--- src/rtl/cpbf_pkg.sv ---
// Shared constants, types and result structure for the closest-pair unit.
// No dependencies.
package cpbf_pkg;

	localparam int MAX_POINTS = 1024;
	localparam int COORD_BITS = 16;

	localparam int FIELD_W = 16;
	localparam int IDX_W   = 10;
	localparam int DIST_W  = 33;

	localparam int ADDR_W  = $clog2(MAX_POINTS);
	localparam int CNT_W   = $clog2(MAX_POINTS + 1);
	localparam int ENTRY_W = 2 * COORD_BITS;
	localparam int SQ_W    = 2 * COORD_BITS;
	localparam int SUM_W   = SQ_W + 1;
	localparam int BEST_W  = (SUM_W > DIST_W) ? SUM_W : DIST_W;

	typedef logic [COORD_BITS-1:0] coord_t;
	typedef logic [ADDR_W-1:0]     idx_t;
	typedef logic [CNT_W-1:0]      cnt_t;
	typedef logic [ENTRY_W-1:0]    entry_t;
	typedef logic [SQ_W-1:0]       sq_t;
	typedef logic [SUM_W-1:0]      sum_t;
	typedef logic [BEST_W-1:0]     best_t;

	localparam best_t BEST_INIT = BEST_W'({DIST_W{1'b1}});

	typedef struct packed {
		logic valid;
		logic busy;
		idx_t idx;
		sum_t sq_sum;
	} dist_res_t;

endpackage

--- src/rtl/cpbf_dist.sv ---
// Squared-distance pipeline: absolute differences, squares, sum.
// Depends on cpbf_pkg.
module cpbf_dist (
	input  logic                clk,
	input  logic                arst_n,
	input  logic                valid,
	input  cpbf_pkg::idx_t      idx,
	input  cpbf_pkg::entry_t    entry,
	input  cpbf_pkg::coord_t    px,
	input  cpbf_pkg::coord_t    py,
	output cpbf_pkg::dist_res_t res
);
	import cpbf_pkg::*;

	coord_t ex, ey, dx, dy;
	logic   v_s2, v_s3;
	idx_t   idx_s2, idx_s3;
	coord_t dx_s2, dy_s2;
	sq_t    sqx_s3, sqy_s3;

	assign ex = entry[COORD_BITS-1:0];
	assign ey = entry[ENTRY_W-1:COORD_BITS];
	assign dx = (px >= ex) ? px - ex : ex - px;
	assign dy = (py >= ey) ? py - ey : ey - py;

	always_ff @(posedge clk or negedge arst_n) begin
		if (!arst_n) begin
			v_s2 <= 1'b0;
			v_s3 <= 1'b0;
		end else begin
			v_s2 <= valid;
			v_s3 <= v_s2;
		end
	end

	always_ff @(posedge clk) begin
		idx_s2 <= idx;
		dx_s2  <= dx;
		dy_s2  <= dy;
		idx_s3 <= idx_s2;
		sqx_s3 <= SQ_W'(dx_s2) * SQ_W'(dx_s2);
		sqy_s3 <= SQ_W'(dy_s2) * SQ_W'(dy_s2);
	end

	assign res.valid  = v_s3;
	assign res.busy   = v_s2 || v_s3;
	assign res.idx    = idx_s3;
	assign res.sq_sum = SUM_W'(sqx_s3) + SUM_W'(sqy_s3);
endmodule

--- config.mk ---
export PLATFORM = sky130hd
export DESIGN_NAME = cpbf_dist
export DESIGN_NICKNAME = d
export VERILOG_FILES = /design/src/rtl/cpbf_pkg.sv /design/src/rtl/cpbf_dist.sv
export SDC_FILE = /design/constraint.sdc
export NUM_CORES = 1
export LEC_CHECK = 0
export BUFFER_PORTS_ARGS = -buffer_cell sky130_fd_sc_hd__buf_2
export CORE_ASPECT_RATIO = 1.5
export CORE_MARGIN = 10
export CORE_UTILIZATION = 49
export CTS_CLUSTER_SIZE = 25
export DETAILED_ROUTE_END_ITERATION = 12
export PLACE_DENSITY = 0.65
export SYNTH_ARGS = -nofsm -noshare
export SYNTH_HDL_FRONTEND = slang
export SYNTH_SLANG_ARGS = --single-unit
--- constraint.sdc ---
create_clock -name clk -period 6.3 [get_ports clk]
set_clock_uncertainty 0.2 [all_clocks]
set_input_delay 0.945 -clock clk [delete_from_list [all_inputs] [get_ports clk]]
set_output_delay 0.945 -clock clk [all_outputs]
set_load 0.02 [all_outputs]
### Yosys cells after proc, flatten, opt, wreduce, memory -nomap -nowiden

Index checks and enable logic that the tools add are counted.
Widths: inputs -> output; s select.

* bits in writable memories: 0
* latch bits: 0
* word-level logic and storage cells: 20
* output and inout port bits: 45
* memory bits (read-only): 0
* memories kept: 0
* register bits after elaboration: 118
* input port bits: 77

* bitwise logic cells: 0
* magnitude comparators: 2
* div/mod/pow operators: 0
* multipliers: 2
* reductions and logical operators: 1
* equality and inequality tests: 0
* muxes and demuxes: 2
* add/subtract/negate cells: 5
* shift operators: 0

Operator list (number)
* $mul 16x16->32: 2
* $sub 16x16->16: 4
* $add 32x32->33: 1
* $ge 16x16->1: 2
* $mux 16: 2
* $logic_or 1x1->1: 1

### Logic depth before layout (Yosys ltp)

Gate-level depths: netlist (run 1).

* depth after elaboration: 2
* gate-level depth with buffers: 26
* depth with buffers taken out: 24

### Worst setup path before layout (run 1)

OpenSTA, ideal clock, no wires.

* path type: register -> register
* start: register dy_s2[4]
* end: register sqy_s3[28]
* data arrival time: 5.871 ns
* setup time: 0.072 ns
* required time: 6.028 ns
* buffers on the path: 2
* clock period less this slack: 6.144 ns
* setup slack: 0.156 ns
* stages on the path, launching flop included: 25
* cells stage by stage: dfxtp_1 clkbuf_1 clkbuf_1 nand2_1 fa_1 inv_1 fa_1 inv_1 fa_1 inv_1 fa_1 fa_1 inv_1 fa_1 inv_1 ha_1 and3_1 and3_1 a22oi_1 nand2_1 a41oi_1 o2bb2ai_1 o21bai_1 a221oi_1 xnor2_1

* word-level cells in the longest chain between the ends: 1

Ends and longest elaborated chain
* start, declared: line cpbf_dist.sv:18 `coord_t dx_s2, dy_s2;`
* start signal, assigned: line cpbf_dist.sv:39 `dy_s2 <= dy;`
* $mul 16x16->32: line cpbf_dist.sv:42 `sqy_s3 <= SQ_W'(dy_s2) * SQ_W'(dy_s2);`
* end signal, assigned: line cpbf_dist.sv:42
* end, declared: line cpbf_dist.sv:19 `sq_t sqx_s3, sqy_s3;`

No other way between the ends.

### Worst setup path after layout (run 1)

* start: register dx_s2[10]
* end: register sqx_s3[24]

* word-level cells in the longest chain between the ends: 1

Ends and longest elaborated chain
* start, declared: line cpbf_dist.sv:18
* start signal, assigned: line cpbf_dist.sv:38 `dx_s2 <= dx;`
* $mul 16x16->32: line cpbf_dist.sv:41 `sqx_s3 <= SQ_W'(dx_s2) * SQ_W'(dx_s2);`
* end signal, assigned: line cpbf_dist.sv:41
* end, declared: line cpbf_dist.sv:19

No other way between the ends.

==> reports/metrics.csv, run 1 <==
metric,value,unit
detailed-route vias per instance,5.10,
row cnt,92,
Inst Count DP,3103,
worst hold-check path type,in -> async,
setup TNS,0,ns
Post-synth EDFFs,0,
I/O Pins,122,
Slew @ Worst Pin,1.14,ns
area growth from synthesis to layout,14.5,%
hpwl dp,42700,um
main combinational cell family by area after synthesis,adder cells,
clk sinks,116,
Netlist cell types,69,
Max Cap Viol,0,
DR WL/cell,15.5,um
Worst EP required,6.43,ns
DIE AREA,51400,sq um
Simple-Gate Fraction of Synth Area,11.1,%
Initial Utilization,49.6,%
R2R depth,24,
cell chain of the critical path,buf_4 -> and2_1 -> fa_1 -> inv_1 -> fa_1 -> inv_1 -> fa_1 -> fa_1 -> fa_1 -> inv_1 -> fa_1 -> inv_1 -> ha_1 -> buf_4 -> nand3_1 -> a21oi_2 -> o21ai_2 -> nand3b_1 -> a211oi_2 -> buf_4 -> buf_4 -> o21a_1 -> or3_1 -> xnor2_1,
global route overflow,0,
adder-cell share of the synthesized area,49.1,%
GPL Wtd Cong,0.915,
Ys Warns,0,
# H-tree levels,4,
Max stage delay on crit path,0.55,ns
Die X,188,um
DRT Wirelength,48600,um
DR pass1 iterations,7,
compound-cell area share of the yosys netlist,11.3,%
Setup crit end kind,flop,
CTS tree,done,
most frequent cells in the layout,"inv_1, fa_1, ha_1, nand2_1, buf_4",
clock-pin transition on the worst setup and hold timing paths,0.07,ns
die extent in y,273,um
Syn Area/Cell,8.87,sq um
minimum setup slack among reg-to-reg paths,0.21,ns
clock latency on the worst-skew pair,0.44,ns
# nets final,3263,
number of global-route vias before repair,17800,
Startpoint Class,flop,
DRC Markers,0,
"slowest stage cell, crit path",fa_1,
post-synthesis async set-or-reset flop share,1.72,%
CP max FO,11,
Final Util,56.8,%
slew margin rel.,23.9,%
"Slew Viols, Final",0,
Yosys reg bits,116,
RSZ-0062 raised after global routing,true,
Final Hold Violating Endpoints,0,
"non-filler cells, final",3142,
Final period util,96.7,%
Tot GR Track Use,19.5,%
Final ANT Viol Nets,0,
"Seq/Total Area, Yosys",11.2,%
Crit Path Category,reg -> reg,
status,"finished, final reports clean",
Main synth FF type,dfxtp_1,
Bufs on Longest Clock Path,2,
first-pass GRT wire length,82500,um
Mapped Cells,2350,
xor/xnor share of the synthesized area,5.17,%
Crit Reg-Reg Startpoint,dx_s2[10],
Antenna diodes,0,
Synth Cell Area,20900,sq um
Reg area,2370,sq um
share of layout cells above drive strength 1,14.6,%
Syn Nets,3048,
I/O Buffers,121,
initial DRC count,477,
via count,16000,
total CTS buffers,17,
"most common cell after layout, fill and taps aside",inv_1,
fill count,3746,
Hold WS,0.0744,ns
final setup fails,0,
crit path time final,6.09,ns
total core area,42000,sq um
fmax,164,MHz
largest net degree at the start of global routing,26,
WP data arrival,6.22,ns
multiplexer share of the synthesized area,0.636,%
multi-input logic area,16300,sq um
Worst path most repeated cell,fa_1,
worst reg2reg path endpoint,sqx_s3[24],
antenna violations before repair,0,
post-cts hold buffer count,0,
clock root cell,clkbuf_16,
through the flow:
| stage | area (sq um) | setup slack, ns |
|---|---|---|
| after floorplan | 20900 | 0.156 |
| after global placement | 23000 | -0.104 |
| after detailed placement | 23000 | -0.107 |
| after CTS | 23600 | 0.0166 |
| after global routing | 23900 | -0.0155 |
| final | 23900 | 0.208 |
cell type report:
type                       instances  area share, %
inverter                         572           8.99
timing repair buffer             265           7.30
multi-input combinational       1593           68.3
clock inverter                    15          0.760
tap                              564           2.96
sequential                       116           9.93
clock buffer                      17           1.78
metal layers:
layer	wire [um]	global-route usage, %	vias up
li1	-	-	7746
met1	17100	18.5	7893
met2	28300	39.7	266
met3	976	1.99	122
met4	2190	9.63	0
met5	0	0	-
logic make-up after synthesis:
logic type | count (synthesis)
XOR/XNOR | 123
flip-flops | 116
buffers and inverters | 641
AND/OR/NAND/NOR | 479
adder cells (fa/ha/maj) | 621
multiplexers | 13
AO/OA/AOI/OAI | 357
critical path, delay by kind of cell (launching register included):
kind | cells | cell delay, ns
flip-flops | 1 | 0.36
AO/OA/AOI/OAI | 4 | 0.48
AND/OR/NAND/NOR | 4 | 0.78
adder cells (fa/ha/maj) | 7 | 3.22
buffers and inverters | 8 | 0.79
XOR/XNOR | 1 | 0.13
how the worst max path moves through the flow:
| stage | slack [ns] | cells after the start | to | start |
|---|---|---|---|---|
| after CTS | 0.02 | 24 | sqx_s3[28] | dx_s2[12] |
| after floorplan | 0.16 | 24 | sqy_s3[28] | dy_s2[4] |
| final | 0.21 | 24 | sqx_s3[24] | dx_s2[10] |
| after global routing | -0.02 | 23 | sqy_s3[30] | dy_s2[9] |
| after detailed placement | -0.11 | 23 | sqx_s3[31] | dx_s2[12] |
| after global placement | -0.10 | 24 | sqx_s3[30] | dx_s2[1] |
cell usage after synthesis (6+ instances only):
| cell | n | share of area, % |
|---|---|---|
| inv_1 | 572 | 10 |
| fa_1 | 328 | 31 |
| ha_1 | 293 | 18 |
| nand2_1 | 183 | 3.3 |
| dfxtp_1 | 114 | 11 |
| a21oi_1 | 105 | 2.5 |
| and2_1 | 86 | 2.6 |
| nor2_1 | 80 | 1.4 |
| a21o_1 | 79 | 2.8 |
| xnor2_1 | 78 | 3.3 |
| clkbuf_1 | 62 | 1.1 |
| o21ai_0 | 50 | 1.2 |
| xor2_1 | 45 | 1.9 |
| nand3_1 | 27 | 0.65 |
| nor3_1 | 20 | 0.48 |
| nor2b_1 | 19 | 0.57 |
| a211oi_1 | 18 | 0.65 |
| and3_1 | 18 | 0.54 |
| o21bai_1 | 14 | 0.50 |
| o21a_1 | 13 | 0.47 |
| nand2b_1 | 12 | 0.36 |
| a31oi_1 | 11 | 0.33 |
| mux2i_1 | 11 | 0.53 |
| nand4_1 | 10 | 0.30 |
| or2_2 | 7 | 0.21 |
| o41ai_1 | 6 | 0.25 |
what timing repair did:
item / in CTS / in global routing
setup endpoints to repair: 8 / 15
pin swaps: 1 / 25
buffers inserted: 0 / 7
gates resized for setup: 12 / 66
state kept, by name, indices dropped and copies added (netlist names):
register,flops
dy_s2,16
sqy_s3,31
idx_s3,10
v_s2,1
idx_s2,10
v_s3,1
dx_s2,16
sqx_s3,31
Power of run 1 is not shown: default switching activity piles up to over one toggle a cycle in this logic, so the estimate is an artifact.
==> run 2: changes to the inputs <==
--- a/config.mk
+++ b/config.mk
@@ -5,6 +5,7 @@
 export SDC_FILE = /design/constraint.sdc
 export NUM_CORES = 1
 export LEC_CHECK = 0
+export ABC_AREA = 1
 export BUFFER_PORTS_ARGS = -buffer_cell sky130_fd_sc_hd__buf_2
 export CORE_ASPECT_RATIO = 1.5
 export CORE_MARGIN = 10
==> reports/metrics.csv, run 2 <==
metric,value,unit,change
number of global-route vias before repair,22500,,+26%
Simple-Gate Fraction of Synth Area,25.4,%,+14 points
synth top area cells,"fa_1, nand2_1, inv_1, ha_1, dfxtp_1",,
met1 GRT Util,22.1,%,+3.5 points
Mapped Cells,3668,,+56%
clock latency on the worst-skew pair,0.45,ns,about the same
Buf/Inv on CP,4,,-4
adder-cell share of the synthesized area,41.4,%,-7.7 points
clk sinks,116,,unchanged
hpwl dp,54700,um,+28%
RSZ-0062 raised after global routing,false,,
final setup fails,0,,unchanged
Initial Utilization,49.7,%,about the same
fill count,5166,,+38%
"most common cell after layout, fill and taps aside",nand2_1,,
CTS tree,done,,
met3 Track Usage GR,2.34,%,+0.36 points
crit path time final,5.96,ns,-0.129 ns
# nets final,4449,,+36%
biggest regs,"sqx_s3: 31 flops, sqy_s3: 31 flops",,
GPL Wtd Cong,0.935,,+2.2%
area share of the largest cell type after synthesis,26.5,%,-4.9 points
Main synth FF type,dfxtp_1,,
Setup crit end kind,flop,,
Die X,203,um,+8.0%
clock root cell,clkbuf_16,,
multiplexer share of the synthesized area,0,%,-0.64 points
pre-CTS WS,0.287,ns,+0.394 ns
"count leader, synth",nand2_1,,
global route overflow,0,,unchanged
row cnt,100,,+8.7%
via count,21100,,+32%
most frequent cells in the layout,"nand2_1, inv_1, fa_1, ha_1, nand3_1",,
Netlist cell types,32,,-54%
DIE AREA,60100,sq um,+17%
setup TNS,0,ns,unchanged
share of layout cells above drive strength 1,5.50,%,-9.1 points
# H-tree levels,4,,unchanged
fmax,168,MHz,+2.2%
Synth top cells by count,"nand2_1, inv_1, fa_1, ha_1, nand3_1",,
detailed-route vias per instance,4.77,,-6.4%
initial DRC count,877,,+84%
DR pass1 iterations,5,,-2
routing usage on met2,43.0,%,+3.3 points
Final period util,94.6,%,-2.1 points
largest area contributor in the netlist,fa_1,,
"slowest stage cell, crit path",dfxtp_1,,
Bufs on Longest Clock Path,2,,unchanged
area growth from synthesis to layout,7.47,%,
"Seq/Total Area, Yosys",9.43,%,-1.8 points
min setup slack post-route,0.338,ns,+0.129 ns
Antenna diodes,0,,unchanged
slew margin rel.,47.2,%,+23 points
DRC Markers,0,,unchanged
Hold WS,0.0684,ns,-0.00595 ns
xor/xnor share of the synthesized area,3.33,%,-1.8 points
I/O Buffers,121,,unchanged
cell chain of the critical path,nand2_1 -> fa_1 -> fa_1 -> inv_1 -> fa_1 -> fa_1 -> fa_1 -> inv_1 -> fa_1 -> inv_1 -> ha_1 -> nand2_1 -> inv_1 -> a21oi_1 -> nand3_1 -> nand2_1 -> nand2_1 -> nand2_1 -> nand2_1,,
Slew @ Worst Pin,0.790,ns,-0.351 ns
DRT Wirelength,62400,um,+28%
CP top delay family,adder cells,,
main combinational cell family by area after synthesis,adder cells,,
WP data arrival,6.11,ns,-0.11 ns
Max Cap Viol,0,,unchanged
Startpoint Class,flop,,
status,"finished, final reports clean",,
total CTS buffers,17,,unchanged
Crit Path Category,reg -> reg,,
I/O Pins,122,,unchanged
Yosys reg bits,116,,unchanged
worst hold-check path type,in -> async,,
"Slew Viols, Final",0,,unchanged
Syn Area/Cell,6.74,sq um,-24%
Ys Warns,0,,unchanged
clock-pin transition on the worst setup and hold timing paths,0.07,ns,about the same
Post-synth EDFFs,0,,unchanged
antenna violations before repair,0,,unchanged
total core area,49800,sq um,+19%
largest net degree at the start of global routing,23,,-12%
Tot GR Track Use,21.8,%,+2.3 points
Max stage delay on crit path,0.83,ns,+0.28 ns
die extent in y,295,um,+8.3%
Final Hold Violating Endpoints,0,,unchanged
Worst EP required,6.45,ns,+0.02 ns
compound-cell area share of the yosys netlist,3.14,%,-8.1 points
post-synthesis async set-or-reset flop share,1.72,%,unchanged
DR WL/cell,14.1,um,-8.8%
Final ANT Viol Nets,0,,unchanged
post-cts hold buffer count,0,,unchanged
Syn Nets,4366,,+43%
GR peak layer,met2,,
minimum setup slack among reg-to-reg paths,0.34,ns,+0.13 ns
first-pass GRT wire length,106000,um,+28%
Final Util,53.4,%,-3.5 points
Synth Cell Area,24700,sq um,+19%
CP max FO,16,,+5
run 2: cell count changes in the layout (fill, tap and decap cells not counted), moves of 34 or more:
cell | before | now
inv_1 | 568 | 1041
and2_1 | 84 | 6
xnor2_1 | 78 | 21
buf_4 | 137 | 25
a21o_1 | 79 | 1
nand3_1 | 27 | 166
o21ai_0 | 43 | 9
nand2_1 | 180 | 1171
nor2_1 | 78 | 155
run 2: timing repair:
action | 4_1_cts | 5_1_grt
setup endpoints to repair | 0 | 5
resized for setup | 0 | 3
buffers inserted | 0 | 0
run 2: final timing paths:
path | start | to | cells past startpoint
setup reg to reg | dx_s2[3] | sqx_s3[31] | 19
min in group clk | idx_s2[6] | idx_s3[6] | 0
max in group asynchronous | arst_n | v_s2 | 1
hold / removal | arst_n | v_s3 | 1
setup / recovery | dx_s2[3] | sqx_s3[31] | 19
hold reg to reg | idx_s2[6] | idx_s3[6] | 0
run 2: cell families (layout without fill, tap and decap cells):
kind of cell,after synthesis,in the layout
simple gates,1570,1570
buf+inv,1126,1222
fa+ha+maj,621,621
compound gates,141,141
flops,116,116
xor+xnor,94,94
run 2: layer usage:
metal,up-vias,wire length (um)
li1,10800,-
met1,9762,23500
met2,440,33900
met3,149,2130
met4,0,2800
met5,-,0
run 2: through the flow:
step / cells / area (sq um)
2_1_floorplan: 3668 / 24700
3_3_place_gp: 4395 / 26000
3_5_place_dp: 4395 / 26000
4_1_cts: 4427 / 26600
5_1_grt: 4427 / 26600
6_report: 4427 / 26600
run 2: area by class of cell:
class / count / area, sq um / area share (%)
repair buffers: 146 / 793 / 2.98
clock inverters: 15 / 156 / 0.588
well taps: 663 / 830 / 3.12
flip-flops and latches: 116 / 2340 / 8.79
multi-input cells: 2426 / 18100 / 68.2
inverters: 1044 / 3920 / 14.7
clock buffers: 17 / 425 / 1.60
Power of run 2 is left out for the same reason.
==> run 3: changes to the inputs <==
--- a/config.mk
+++ b/config.mk
@@ -12,7 +12,7 @@
 export CORE_UTILIZATION = 49
 export CTS_CLUSTER_SIZE = 25
 export DETAILED_ROUTE_END_ITERATION = 12
-export PLACE_DENSITY = 0.65
+export PLACE_DENSITY = 0.66
 export SYNTH_ARGS = -nofsm -noshare
 export SYNTH_HDL_FRONTEND = slang
 export SYNTH_SLANG_ARGS = --single-unit
==> reports/metrics.csv, run 3 (synthesis gave the netlist of run 2 again) <==
metric,value,unit,change
hpwl dp,54700,um,about the same
Inst Count DP,4392,,-0.068%
"Slew Viols, Final",0,,unchanged
RSZ-0062 raised after global routing,false,,
DRT Wirelength,62300,um,-0.20%
Bufs on Longest Clock Path,2,,unchanged
detailed-route vias per instance,4.79,,+0.36%
"most common cell after layout, fill and taps aside",nand2_1,,
Worst EP required,6.45,ns,about the same
Crit Reg-Reg Startpoint,dy_s2[9],,
die extent in y,295,um,unchanged
global route overflow,0,,unchanged
biggest regs,"sqx_s3: 31 flops, sqy_s3: 31 flops",,
largest net degree at the start of global routing,23,,unchanged
Setup crit end kind,flop,,
Antenna diodes,0,,unchanged
antenna violations before repair,0,,unchanged
slew margin rel.,47.1,%,-0.13 points
Initial Utilization,49.7,%,unchanged
"Setup Fix Bufs, Post-CTS",0,,unchanged
I/O Pins,122,,unchanged
crit path time final,5.96,ns,-0.00247 ns
Startpoint Class,flop,,
post-cts hold buffer count,0,,unchanged
most frequent cells in the layout,"nand2_1, inv_1, fa_1, ha_1, nand3_1",,
setup TNS,0,ns,unchanged
Final ANT Viol Nets,0,,unchanged
Max Cap Viol,0,,unchanged
# nets final,4446,,-0.067%
Final Hold Violating Endpoints,0,,unchanged
status,"finished, final reports clean",,
area growth from synthesis to layout,7.48,%,about the same
row cnt,100,,unchanged
Slew @ Worst Pin,0.792,ns,+0.00193 ns
CTS tree,done,,
Final Util,53.4,%,about the same
DRC Markers,0,,unchanged
minimum setup slack among reg-to-reg paths,0.34,ns,about the same
DR WL/cell,14.1,um,-0.13%
clk sinks,116,,unchanged
Tot GR Track Use,21.8,%,about the same
total core area,49800,sq um,unchanged
Final period util,94.6,%,about the same
worst reg2reg path endpoint,sqy_s3[29],,
share of layout cells above drive strength 1,5.37,%,-0.13 points
total CTS buffers,17,,unchanged
fmax,168,MHz,about the same
R2R depth,19,,unchanged
# H-tree levels,4,,unchanged
number of global-route vias before repair,22300,,-0.72%
DIE AREA,60100,sq um,unchanged
first-pass GRT wire length,106000,um,+0.39%
clock latency on the worst-skew pair,0.46,ns,about the same
worst hold-check path type,in -> async,,
Die X,203,um,unchanged
final setup fails,0,,unchanged
GPL Wtd Cong,0.920,,-1.6%
WP data arrival,6.11,ns,about the same
clock-pin transition on the worst setup and hold timing paths,0.07,ns,about the same
CP max FO,16,,unchanged
DR pass1 iterations,5,,unchanged
initial DRC count,822,,-6.3%
clock root cell,clkbuf_16,,
I/O Buffers,121,,unchanged
Crit Path Category,reg -> reg,,
"non-filler cells, final",4424,,-0.068%
via count,21200,,+0.29%
[run 3: worst max-delay path by stage]
stage                        start    endpoint  slack, ns  cells past startpoint
after floorplan           dy_s2[3]  sqy_s3[29]       0.86                     21
after global placement    dy_s2[9]  sqy_s3[29]       0.38                     19
after detailed placement  dy_s2[9]  sqy_s3[29]       0.32                     19
after CTS                 dy_s2[9]  sqy_s3[29]       0.30                     19
after global routing      dy_s2[9]  sqy_s3[30]       0.02                     21
final                     dy_s2[9]  sqy_s3[29]       0.34                     19
[run 3: through the flow]
step	cell area, sq um	hold slack (ns)	setup slack (ns)
2_1_floorplan	24700	0.110	0.862
3_3_place_gp	26000	0.111	0.380
3_5_place_dp	26000	0.115	0.316
4_1_cts	26600	0.0477	0.302
5_1_grt	26600	0.0626	0.0157
6_report	26600	0.0681	0.340
[run 3: cell type report]
class | count | area, sq um
fill | 5120 | 23200
multi-input combinational | 2426 | 18100
inverter | 1044 | 3920
sequential | 116 | 2330
tap | 663 | 830
timing repair buffer | 143 | 771
clock buffer | 17 | 425
clock inverter | 15 | 184
[run 3: layer usage]
metal	wire (um)	global-route usage, %	vias up
li1	-	-	10800
met1	23700	22.5	9829
met2	33700	42.5	442
met3	2230	2.75	141
met4	2700	9.78	0
met5	0	0	-
[run 3: critical path, stage by stage (launching register included)]
cell and delay [ns]:
dfxtp_1 0.78, nand2_1 0.25, fa_1 0.59, inv_1 0.05
fa_1 0.54, inv_1 0.06, fa_1 0.48, fa_1 0.56
fa_1 0.43, fa_1 0.49, inv_1 0.04, ha_1 0.34
nand2_1 0.18, inv_1 0.06, a21oi_1 0.28, nand3_1 0.21
nand2_1 0.14, nand3_1 0.08, nand2_1 0.06, nand2_1 0.05
[run 3: what timing repair did]
action | CTS | global route
endpoints found under the hold margin | 0 | 0
gates resized for setup | 0 | 1
endpoints found under the setup margin | 0 | 1
Power of run 3 is left out for the same reason.
